$ cat config.mk
export PLATFORM = sky130hd
export DESIGN_NAME = go_to_goal_steering
export DESIGN_NICKNAME = d
export VERILOG_FILES = /design/src/rtl/ggs_pkg.sv /design/src/rtl/ggs_mul.sv /design/src/rtl/ggs_cordic.sv /design/src/rtl/go_to_goal_steering.sv
export SDC_FILE = /design/constraint.sdc
export NUM_CORES = 2
export LEC_CHECK = 0
export BUFFER_PORTS_ARGS = -buffer_cell sky130_fd_sc_hd__buf_2
export CORE_ASPECT_RATIO = 0.8
export CORE_MARGIN = 4
export CORE_UTILIZATION = 30
export DETAILED_ROUTE_END_ITERATION = 16
export GPL_ROUTABILITY_DRIVEN = 1
export PLACE_DENSITY = 0.47
export SYNTH_ARGS = -nofsm -noshare
export SYNTH_HDL_FRONTEND = slang
export SYNTH_HIERARCHICAL = 1
export SYNTH_SLANG_ARGS = --single-unit
export TNS_END_PERCENT = 50
$ cat constraint.sdc
create_clock -name clk -period 10.7 [get_ports clk]
set_clock_uncertainty 0.05 [all_clocks]
set_input_delay 2.14 -clock clk [delete_from_list [all_inputs] [get_ports clk]]
set_output_delay 2.14 -clock clk [all_outputs]
set_load 0.01 [all_outputs]
$ cat src/rtl/ggs_pkg.sv
`timescale 1ns / 1ps

package ggs_pkg;

    localparam int ANGLE_W = 16;
    localparam int POS_W   = 16;
    localparam int DIFF_W  = 17;
    localparam int MUL_W   = 18;
    localparam int PROD_W  = 36;
    // 17-bit diff, pre-scaled by 2^14, grown by CORDIC gain and sqrt(2)
    localparam int CORD_W  = 35;
    localparam int CORD_SCALE = 14;
    localparam int ATAN_IDX_W = 5;

    localparam logic [1:0] CFG_FWD_SPEED  = 2'd0;
    localparam logic [1:0] CFG_ROT_GAIN   = 2'd1;
    localparam logic [1:0] CFG_DIST_THR   = 2'd2;
    localparam logic [1:0] CFG_ANGLE_THR  = 2'd3;

    localparam logic [ANGLE_W-1:0] ANGLE_QUARTER     = 16'h4000;
    localparam logic [ANGLE_W-1:0] ANGLE_NEG_QUARTER = 16'hC000;

    typedef logic signed [DIFF_W-1:0] diff_t;
    typedef logic signed [ANGLE_W-1:0] angle_t;

    // atan(2^-i) in binary-angle units, 32768 = pi
    function automatic angle_t atan_lut(input logic [ATAN_IDX_W-1:0] idx);
        angle_t a;
        begin
            case (idx)
                5'd0:    a = 16'sd8192;
                5'd1:    a = 16'sd4836;
                5'd2:    a = 16'sd2555;
                5'd3:    a = 16'sd1297;
                5'd4:    a = 16'sd651;
                5'd5:    a = 16'sd326;
                5'd6:    a = 16'sd163;
                5'd7:    a = 16'sd81;
                5'd8:    a = 16'sd41;
                5'd9:    a = 16'sd20;
                5'd10:   a = 16'sd10;
                5'd11:   a = 16'sd5;
                5'd12:   a = 16'sd3;
                5'd13:   a = 16'sd1;
                5'd14:   a = 16'sd1;
                default: a = 16'sd0;
            endcase
            return a;
        end
    endfunction

endpackage

$ cat src/rtl/ggs_mul.sv
`timescale 1ns / 1ps

module ggs_mul
    import ggs_pkg::*;
(
    input  logic                     clk,
    input  logic signed [MUL_W-1:0]  a,
    input  logic signed [MUL_W-1:0]  b,
    output logic signed [PROD_W-1:0] prod
);

    logic signed [PROD_W-1:0] prod_reg;
    logic signed [PROD_W-1:0] prod_next;

    assign prod_next = a * b;

    always_ff @(posedge clk)
    begin
        prod_reg <= prod_next;
    end

    assign prod = prod_reg;

endmodule

$ cat src/rtl/ggs_cordic.sv
`timescale 1ns / 1ps

module ggs_cordic
    import ggs_pkg::*;
#(
    parameter int CORDIC_STEPS = 16
)
(
    input  logic   clk,
    input  logic   rst_n,
    input  logic   start,
    input  diff_t  dx,
    input  diff_t  dy,
    output logic   done,
    output angle_t bearing
);

    localparam int STEP_W = (CORDIC_STEPS > 1) ? $clog2(CORDIC_STEPS) : 1;

    logic signed [CORD_W-1:0] x_reg, x_next;
    logic signed [CORD_W-1:0] y_reg, y_next;
    angle_t                   z_reg, z_next;
    logic [STEP_W-1:0]        step_reg, step_next;
    logic                     busy_reg, busy_next;
    logic                     done_reg, done_next;

    logic signed [CORD_W-1:0] xs, ys, dx_ext, dy_ext;
    angle_t                   step_angle;
    logic                     last_step;

    assign dx_ext     = CORD_W'(dx);
    assign dy_ext     = CORD_W'(dy);
    assign xs         = x_reg >>> step_reg;
    assign ys         = y_reg >>> step_reg;
    assign step_angle = atan_lut(ATAN_IDX_W'(step_reg));
    assign last_step  = (step_reg == STEP_W'(CORDIC_STEPS - 1));

    always_comb
    begin
        x_next    = x_reg;
        y_next    = y_reg;
        z_next    = z_reg;
        step_next = step_reg;
        busy_next = busy_reg;
        done_next = 1'b0;
        if (start)
        begin
            step_next = '0;
            if (dx == '0 && dy == '0)
            begin
                z_next    = '0;
                done_next = 1'b1;
            end
            else
            begin
                busy_next = 1'b1;
                if (dx < 0)
                begin
                    // pre-rotate into the right half plane
                    if (dy >= 0)
                    begin
                        x_next = dy_ext <<< CORD_SCALE;
                        y_next = (-dx_ext) <<< CORD_SCALE;
                        z_next = ANGLE_QUARTER;
                    end
                    else
                    begin
                        x_next = (-dy_ext) <<< CORD_SCALE;
                        y_next = dx_ext <<< CORD_SCALE;
                        z_next = ANGLE_NEG_QUARTER;
                    end
                end
                else
                begin
                    x_next = dx_ext <<< CORD_SCALE;
                    y_next = dy_ext <<< CORD_SCALE;
                    z_next = '0;
                end
            end
        end
        else if (busy_reg)
        begin
            if (y_reg >= 0)
            begin
                x_next = x_reg + ys;
                y_next = y_reg - xs;
                z_next = z_reg + step_angle;
            end
            else
            begin
                x_next = x_reg - ys;
                y_next = y_reg + xs;
                z_next = z_reg - step_angle;
            end
            if (last_step)
            begin
                busy_next = 1'b0;
                done_next = 1'b1;
            end
            else
            begin
                step_next = step_reg + 1'b1;
            end
        end
    end

    always_ff @(posedge clk or negedge rst_n)
    begin
        if (!rst_n)
        begin
            busy_reg <= 1'b0;
            done_reg <= 1'b0;
            step_reg <= '0;
        end
        else
        begin
            busy_reg <= busy_next;
            done_reg <= done_next;
            step_reg <= step_next;
        end
    end

    always_ff @(posedge clk)
    begin
        x_reg <= x_next;
        y_reg <= y_next;
        z_reg <= z_next;
    end

    assign done    = done_reg;
    assign bearing = z_reg;

endmodule

$ cat src/rtl/go_to_goal_steering.sv
`timescale 1ns / 1ps

// channel | valid     | ready     | payload
// --------+-----------+-----------+-----------------------------------------
// in      | in_valid  | in_ready  | kind, pos_x, pos_y, heading
// out     | out_valid | out_ready | linear_speed, angular_speed, arrived
// cfg     | cfg_valid | cfg_ready | cfg_index, cfg_data
//
// One word in, one word out. After the accepting edge the sequencer runs S_DIFF, S_SQX,
// S_SQY, S_THR, S_CMP, S_CORD (the CORDIC micro-rotation loop), S_GAIN, S_SCALE and
// S_OUT; when arrived, S_CMP goes straight to S_OUT. The shared 18x18 multiplier
// registers each product. in_ready returns in the same cycle as the result.
// in_ready is high only while the sequencer is idle; a finished result waits in
// the output register and does not block the next input word, but the next result
// holds the sequencer in S_OUT until the first one is taken.
// Reset clears poses to zero and loads register defaults. cfg_ready is always high.

module go_to_goal_steering
    import ggs_pkg::*;
#(
    parameter int CORDIC_STEPS = 16
)
(
    input  logic                      clk,
    input  logic                      rst_n,
    input  logic                      in_valid,
    output logic                      in_ready,
    input  logic                      kind,
    input  logic signed [POS_W-1:0]   pos_x,
    input  logic signed [POS_W-1:0]   pos_y,
    input  logic signed [ANGLE_W-1:0] heading,
    output logic                      out_valid,
    input  logic                      out_ready,
    output logic [15:0]               linear_speed,
    output logic signed [16:0]        angular_speed,
    output logic                      arrived,
    input  logic                      cfg_valid,
    output logic                      cfg_ready,
    input  logic [1:0]                cfg_index,
    input  logic [15:0]               cfg_data
);

    localparam logic [3:0] S_IDLE  = 4'd0;
    localparam logic [3:0] S_DIFF  = 4'd1;
    localparam logic [3:0] S_SQX   = 4'd2;
    localparam logic [3:0] S_SQY   = 4'd3;
    localparam logic [3:0] S_THR   = 4'd4;
    localparam logic [3:0] S_CMP   = 4'd5;
    localparam logic [3:0] S_CORD  = 4'd6;
    localparam logic [3:0] S_GAIN  = 4'd7;
    localparam logic [3:0] S_SCALE = 4'd8;
    localparam logic [3:0] S_OUT   = 4'd9;

    logic [3:0] state_reg, state_next;

    logic [15:0] fwd_speed_reg, fwd_speed_next;
    logic [15:0] rot_gain_reg, rot_gain_next;
    logic [15:0] dist_thr_reg, dist_thr_next;
    logic [14:0] angle_thr_reg, angle_thr_next;

    logic signed [POS_W-1:0] own_x_reg, own_x_next;
    logic signed [POS_W-1:0] own_y_reg, own_y_next;
    angle_t                  own_hdg_reg, own_hdg_next;
    logic signed [POS_W-1:0] goal_x_reg, goal_x_next;
    logic signed [POS_W-1:0] goal_y_reg, goal_y_next;

    diff_t        dx_reg, dx_next;
    diff_t        dy_reg, dy_next;
    logic [32:0]  acc_reg, acc_next;
    angle_t       err_reg, err_next;

    logic [15:0]        lin_res_reg, lin_res_next;
    logic signed [16:0] ang_res_reg, ang_res_next;
    logic               arr_res_reg, arr_res_next;

    logic [15:0]        lin_out_reg, lin_out_next;
    logic signed [16:0] ang_out_reg, ang_out_next;
    logic               arr_out_reg, arr_out_next;
    logic               out_valid_reg, out_valid_next;

    logic signed [MUL_W-1:0]  mul_a, mul_b;
    logic signed [PROD_W-1:0] prod;
    logic                     cord_start, cord_done;
    angle_t                   bearing;

    logic signed [PROD_W-1:0] prod_round;
    logic signed [16:0]       err_ext, err_mag;
    logic                     in_fire, cfg_fire;

    assign in_ready  = (state_reg == S_IDLE);
    assign cfg_ready = 1'b1;
    assign in_fire   = in_valid && in_ready;
    assign cfg_fire  = cfg_valid;

    ggs_mul u_mul (
        .clk  (clk),
        .a    (mul_a),
        .b    (mul_b),
        .prod (prod)
    );

    ggs_cordic #(
        .CORDIC_STEPS (CORDIC_STEPS)
    ) u_cordic (
        .clk     (clk),
        .rst_n   (rst_n),
        .start   (cord_start),
        .dx      (dx_reg),
        .dy      (dy_reg),
        .done    (cord_done),
        .bearing (bearing)
    );

    always_comb
    begin
        mul_a = '0;
        mul_b = '0;
        case (state_reg)
            S_SQX:
            begin
                mul_a = MUL_W'(dx_reg);
                mul_b = MUL_W'(dx_reg);
            end
            S_SQY:
            begin
                mul_a = MUL_W'(dy_reg);
                mul_b = MUL_W'(dy_reg);
            end
            S_THR:
            begin
                mul_a = MUL_W'({2'b00, dist_thr_reg});
                mul_b = MUL_W'({2'b00, dist_thr_reg});
            end
            S_GAIN:
            begin
                mul_a = MUL_W'(err_reg);
                mul_b = MUL_W'({2'b00, rot_gain_reg});
            end
            default:
            begin
                mul_a = '0;
                mul_b = '0;
            end
        endcase
    end

    // truncate toward zero on the divide by 2^15
    assign prod_round = (prod < 0) ? (prod + PROD_W'(32767)) : prod;
    assign err_ext    = 17'(err_reg);
    assign err_mag    = (err_ext < 0) ? -err_ext : err_ext;

    assign cord_start = (state_reg == S_CMP) &&
                        !(acc_reg < {1'b0, prod[31:0]});

    always_comb
    begin
        state_next     = state_reg;
        fwd_speed_next = fwd_speed_reg;
        rot_gain_next  = rot_gain_reg;
        dist_thr_next  = dist_thr_reg;
        angle_thr_next = angle_thr_reg;
        own_x_next     = own_x_reg;
        own_y_next     = own_y_reg;
        own_hdg_next   = own_hdg_reg;
        goal_x_next    = goal_x_reg;
        goal_y_next    = goal_y_reg;
        dx_next        = dx_reg;
        dy_next        = dy_reg;
        acc_next       = acc_reg;
        err_next       = err_reg;
        lin_res_next   = lin_res_reg;
        ang_res_next   = ang_res_reg;
        arr_res_next   = arr_res_reg;
        lin_out_next   = lin_out_reg;
        ang_out_next   = ang_out_reg;
        arr_out_next   = arr_out_reg;
        out_valid_next = out_valid_reg;

        if (cfg_fire)
        begin
            unique case (cfg_index)
                CFG_FWD_SPEED: fwd_speed_next = cfg_data;
                CFG_ROT_GAIN:  rot_gain_next  = cfg_data;
                CFG_DIST_THR:  dist_thr_next  = cfg_data;
                CFG_ANGLE_THR: angle_thr_next = cfg_data[14:0];
                default:       fwd_speed_next = fwd_speed_reg;
            endcase
        end

        if (out_valid_reg && out_ready)
        begin
            out_valid_next = 1'b0;
        end

        unique case (state_reg)
            S_IDLE:
            begin
                if (in_fire)
                begin
                    if (!kind)
                    begin
                        own_x_next   = pos_x;
                        own_y_next   = pos_y;
                        own_hdg_next = heading;
                    end
                    else
                    begin
                        goal_x_next = pos_x;
                        goal_y_next = pos_y;
                    end
                    state_next = S_DIFF;
                end
            end
            S_DIFF:
            begin
                dx_next    = DIFF_W'(goal_x_reg) - DIFF_W'(own_x_reg);
                dy_next    = DIFF_W'(goal_y_reg) - DIFF_W'(own_y_reg);
                state_next = S_SQX;
            end
            S_SQX:
            begin
                state_next = S_SQY;
            end
            S_SQY:
            begin
                acc_next   = prod[32:0];
                state_next = S_THR;
            end
            S_THR:
            begin
                acc_next   = acc_reg + prod[32:0];
                state_next = S_CMP;
            end
            S_CMP:
            begin
                if (cord_start)
                begin
                    state_next = S_CORD;
                end
                else
                begin
                    lin_res_next = '0;
                    ang_res_next = '0;
                    arr_res_next = 1'b1;
                    state_next   = S_OUT;
                end
            end
            S_CORD:
            begin
                if (cord_done)
                begin
                    err_next   = bearing - own_hdg_reg;
                    state_next = S_GAIN;
                end
            end
            S_GAIN:
            begin
                state_next = S_SCALE;
            end
            S_SCALE:
            begin
                ang_res_next = prod_round[31:15];
                lin_res_next = (err_mag < {2'b00, angle_thr_reg}) ? fwd_speed_reg : 16'd0;
                arr_res_next = 1'b0;
                state_next   = S_OUT;
            end
            S_OUT:
            begin
                if (!out_valid_reg || out_ready)
                begin
                    lin_out_next   = lin_res_reg;
                    ang_out_next   = ang_res_reg;
                    arr_out_next   = arr_res_reg;
                    out_valid_next = 1'b1;
                    state_next     = S_IDLE;
                end
            end
            default:
            begin
                state_next = S_IDLE;
            end
        endcase
    end

    always_ff @(posedge clk or negedge rst_n)
    begin
        if (!rst_n)
        begin
            state_reg     <= S_IDLE;
            out_valid_reg <= 1'b0;
            fwd_speed_reg <= 16'd256;
            rot_gain_reg  <= 16'd256;
            dist_thr_reg  <= 16'd26;
            angle_thr_reg <= 15'd1043;
            own_x_reg     <= '0;
            own_y_reg     <= '0;
            own_hdg_reg   <= '0;
            goal_x_reg    <= '0;
            goal_y_reg    <= '0;
        end
        else
        begin
            state_reg     <= state_next;
            out_valid_reg <= out_valid_next;
            fwd_speed_reg <= fwd_speed_next;
            rot_gain_reg  <= rot_gain_next;
            dist_thr_reg  <= dist_thr_next;
            angle_thr_reg <= angle_thr_next;
            own_x_reg     <= own_x_next;
            own_y_reg     <= own_y_next;
            own_hdg_reg   <= own_hdg_next;
            goal_x_reg    <= goal_x_next;
            goal_y_reg    <= goal_y_next;
        end
    end

    always_ff @(posedge clk)
    begin
        dx_reg      <= dx_next;
        dy_reg      <= dy_next;
        acc_reg     <= acc_next;
        err_reg     <= err_next;
        lin_res_reg <= lin_res_next;
        ang_res_reg <= ang_res_next;
        arr_res_reg <= arr_res_next;
        lin_out_reg <= lin_out_next;
        ang_out_reg <= ang_out_next;
        arr_out_reg <= arr_out_next;
    end

    assign out_valid     = out_valid_reg;
    assign linear_speed  = lin_out_reg;
    assign angular_speed = ang_out_reg;
    assign arrived       = arr_out_reg;

endmodule
# Yosys cells after proc, flatten, opt, wreduce, memory -nomap -nowiden
# Memories as Yosys holds them, arrays and structs flattened.
# Cells that the tools add are included.
# word_totals
register_bits	427
elab_cells	149
rom_bits	224
n_memories	1
in_bits	72
# mem_list
name	words	word_bits	read_ports	rd_ports_with_merged_regs	write_ports	line	text
(no name shown)	16	14	1	0	0	ggs_pkg.sv:30	case (idx)
# op_classes
bitwise_logic	1
order_cmp	7
n_eq_ne	19
n_shift	2
add_sub_neg	15
n_reduce_logical	26
n_mux	49
multipliers	1
# ops
operator	n
two-way mux 35 bit	12
one-hot mux 18 bit (4 select lines)	2
two-way mux 16 bit	8
adder 35 bit	2
>>> shifter 35 x 4 -> 35 bit	2
subtractor 35 bit	2
one-hot mux 33 bit (2 select lines)	1
negator 17 -> 21 bit	2
one-hot mux 4 bit (10 select lines)	1
< comparator 36 x 1 -> 1 bit (second input constant)	1
multiplier 18 x 18 -> 36 bit	1
greater-or-equal comparator 35 x 1 -> 1 bit (second input constant)	1
logical NOT 17 bit	2
two-way mux 17 bit	2
one-hot mux 17 bit (2 select lines)	1
subtractor 16 x 16 -> 17 bit	2
adder 33 bit	1
< comparator 33 x 32 -> 1 bit	1
adder 32 x 16 -> 32 bit (second input constant)	1
two-way mux 32 bit	1
one-hot mux 16 bit (2 select lines)	1
subtractor 16 bit	2
two-way mux 4 bit	7
AND reduction 2 bit	9
other kinds (25)	55

# Depth between registers and ports, before layout
# logic_depth
depth_word	5
ltp_mapped	32
depth_no_buf	28

# Hierarchy
# Netlist, hierarchy kept.
# by_module_without_submodules
mod	instances	cells_each	area_each_um2	seq_area_each_um2
go_to_goal_steering	1	1561	16917.5	8249.2
ggs_cordic	1	1751	14858.0	2732.6
ggs_mul	1	1421	13080.0	720.7

# Least setup slack after synthesis
# No wires, ideal clock.
# synth_path
path_type	reg2reg
from	reg state_reg[3]
to	reg u_mul.prod_reg[34] (netlist: u_mul/prod[34])
setup_slack_ns	2.914
t_arrival_ns	7.664
stages_incl_launch_ff	31
n_path_buf	3
setup_time_ns	0.072
required_ns	10.578
path_cell_list	dfrtp_1 > clkbuf_1 > nor2_1 > and3_1 > clkbuf_1 > a22o_1 > nand2b_1 > clkbuf_1 > nand2_1 > inv_1 > fa_1 > inv_1 > fa_1 > inv_1 > ha_1 > inv_1 > fa_1 > inv_1 > fa_1 > inv_1 > fa_1 > inv_1 > ha_1 > a21oi_1 > nand2_1 > o21ai_0 > o21ai_0 > o2111ai_1 > nand4b_1 > o31ai_1 > xnor2_1
# synth_between
elab_chain_cells	3
# synth_rtl
element	line	text
start: declaration	go_to_goal_steering.sv:54	logic [3:0] state_reg, state_next;
start signal: assignment	go_to_goal_steering.sv:303	state_reg <= state_next;
== test 4 x 3 -> 1 bit / == test 4 x 2 -> 1 bit (equally long branches)	go_to_goal_steering.sv:118	case (state_reg)
one-hot mux 18 bit (4 select lines) *	go_to_goal_steering.sv:118	
net mul_b[16]	go_to_goal_steering.sv:81	logic signed [MUL_W-1:0] mul_a, mul_b;
multiplier 18 x 18 -> 36 bit *	ggs_mul.sv:15	assign prod_next = a * b;
net u_mul.prod_next[34]	ggs_mul.sv:13	logic signed [PROD_W-1:0] prod_next;
end signal: assignment	ggs_mul.sv:19	prod_reg <= prod_next;
end: declaration	ggs_mul.sv:12	logic signed [PROD_W-1:0] prod_reg;
# Mark *: on every way through the listed nets, which the timed path passes. The rest lies on a longest branch.
# A chain may end at the register's enable or synchronous reset.

# Final worst setup path
# layout_path
from	reg state_reg[2]
to	reg u_mul.prod_reg[28] (netlist: u_mul/prod[28])
# Same word-level chain as after synthesis.

==> results.json <==
{
  "fin_ws_ns": 1.97,
  "cts_buffer_depth": 3,
  "crit_arrival_ns": 9.25,
  "hpwl_um": 105000,
  "vias": 34200,
  "dp_slack_ns": 2.09,
  "initial_core_util_pct": 30.3,
  "first_pass_iters": 8,
  "synth_warnings": 6,
  "grt_antenna_before_repair": 24,
  "io_pins": 109,
  "grt_usage_pct": 17.5,
  "drive_gt1_share_pct": 12.7,
  "post-cts-setup-buffers": 0,
  "die_y_um": 354,
  "cts.sinks": 425,
  "max_freq_ghz": 0.115,
  "drv_cap": 0,
  "core_area_um2": 148000,
  "min-delay-start": "lin_res_reg[7]",
  "rr_startpoint": "state_reg[2]",
  "nets": 5460,
  "clk_pin_slew_ns": 0.06,
  "worstHoldEndpoint": "linear_speed[7]",
  "min_period_ns": 8.73,
  "num_rows": 126,
  "rr_worst_depth": 27,
  "finalHoldViolCount": 0,
  "grt-ovfl-total": 0,
  "gr-usage-met2_pct": 25.1,
  "crit_type": "reg -> reg",
  "grt_max_degree": 85,
  "worstPathMaxFanout": 26,
  "grt-busiest-layer": "met1",
  "io_buffers": 107,
  "synth_nets": 5450,
  "die_width_um": 440,
  "slew_headroom_pct": 21.2,
  "slew_violations": 0,
  "grt_use_met1_pct": 26.4,
  "postRouteAntennaNets": 0,
  "cts_root_buf": "clkbuf_16",
  "h-tree-depth": 2,
  "drcViolationCount": 0,
  "rsz0062_at_grt": "false",
  "status": "finished clean",
  "r2r-end": "u_mul/prod[28]",
  "holdWs_ns": 0.368,
  "setup_tns_ns": 0,
  "synthToLayoutAreaGrowth_pct": 10.1,
  "grt_pass1_wl_um": 212000,
  "setup-violations-final": 0,
  "dieArea_um2": 156000,
  "routabilityCongestion": 0.853,
  "synth_cells": 4727,
  "fin_crit_sh_pct": 81.6,
  "wl_per_cell_um": 20.1,
  "holdBufCountCts": 0,
  "grt_pass1_vias": 34400,
  "viasPerCell": 5.05,
  "drt-total-wl_um": 136000,
  "syn_area_um2": 44800,
  "first_iter_violations": 3041,
  "end_kind": "flop",
  "n_fill_cell": 15400,
  "cts_tree": "done",
  "worst_pin_slew_ns": 1.18,
  "clkLatencyLatePin_ns": 0.69,
  "met3_usage_pct": 3.78,
  "min_path_cells": 0,
  "numCtsBuffers": 55,
  "worstPathRequired_ns": 11.22,
  "reg2reg_slack_ns": 1.97,
  "start_kind": "flop",
  "hp-class": "reg -> reg",
  "cts_resized": 0,
  "syn_area_per_cell_um2": 9.47
}
## final cells by class
class / count / area [um2] / share of cell area [%]
multi-input combinational: 3492 / 30000 / 60.9
tap: 1984 / 2480 / 5.04
sequential: 425 / 11700 / 23.7
timing repair buffer: 147 / 842 / 1.71
inverter: 616 / 2310 / 4.69
antenna: 14 / 35.0 / 0.0711
clock inverter: 37 / 412 / 0.835
clock buffer: 67 / 1520 / 3.07
## layer usage
metal	wire (um)	share of wire, %
met5	13	0.0096
met4	2950	2.2
met3	9840	7.2
met2	56200	41
met1	67100	49
## worst max-delay path, cell delays in order, from the launching register on
cell and delay, ns:
dfrtp_1 0.50, nor2b_1 0.30, nand2_1 0.20, nor2_2 0.78
buf_4 0.29, nand2_1 0.06, nand2_1 0.61, nand2_1 0.16
fa_1 0.56, inv_1 0.06, fa_1 0.52, inv_1 0.05
fa_1 0.47, inv_1 0.05, fa_1 0.50, fa_1 0.54
inv_1 0.05, fa_1 0.53, inv_1 0.04, ha_1 0.35
nand3_1 0.24, nor2_1 0.09, a221oi_2 0.49, a21oi_1 0.18
nor4_1 0.26, o21bai_1 0.17, a21o_1 0.23, a311oi_1 0.24
## worst max-delay path by stage
| stage | to | cells after the start | slack [ns] | from |
|---|---|---|---|---|
| final | u_mul/prod[28] | 27 | 1.97 | state_reg[2] |
| after global routing | u_mul/prod[32] | 29 | 1.28 | state_reg[2] |
| after CTS | u_mul/prod[35] | 28 | 2.01 | state_reg[1] |
| after detailed placement | u_mul/prod[35] | 28 | 2.09 | state_reg[1] |
| after global placement | u_mul/prod[28] | 27 | 2.27 | state_reg[2] |
| after floorplan | u_mul/prod[35] | 30 | 2.99 | state_reg[3] |
## metrics by stage
| step | instances | area, um2 | util [%] |
|---|---|---|---|
| after floorplan | 4727 | 44800 | - |
| after global placement | 6664 | 47300 | 32.0 |
| after detailed placement | 6664 | 47300 | 32.0 |
| after CTS | 6768 | 49200 | 33.3 |
| after global routing | 6775 | 49300 | 33.3 |
| final | 6782 | 49300 | 33.3 |
## layout by cell type (no fill, tap or decap), drive strengths merged, types with 16 or more instances in the layout
cell / n
a211oi: 29
a21boi: 17
a21o: 62
a21oi: 235
a222oi: 16
a31oi: 37
and2: 178
and3: 24
buf: 147
clkbuf: 67
clkinv: 24
dfrtp: 145
dfxtp: 34
edfxtp: 237
fa: 336
ha: 315
inv: 619
mux2: 180
mux2i: 47
mux4: 95
nand2: 536
nand2b: 48
nand3: 63
nand4: 24
nor2: 267
nor2b: 55
nor3: 78
nor3b: 17
nor4: 27
o211ai: 36
o21a: 22
o21ai: 226
o21bai: 28
o31ai: 31
or2: 18
or3: 35
xnor2: 189
xor2: 93
Power is left out: the tool's default activity adds up to more than one toggle a clock period on the data nets, which glitch-free logic cannot reach.
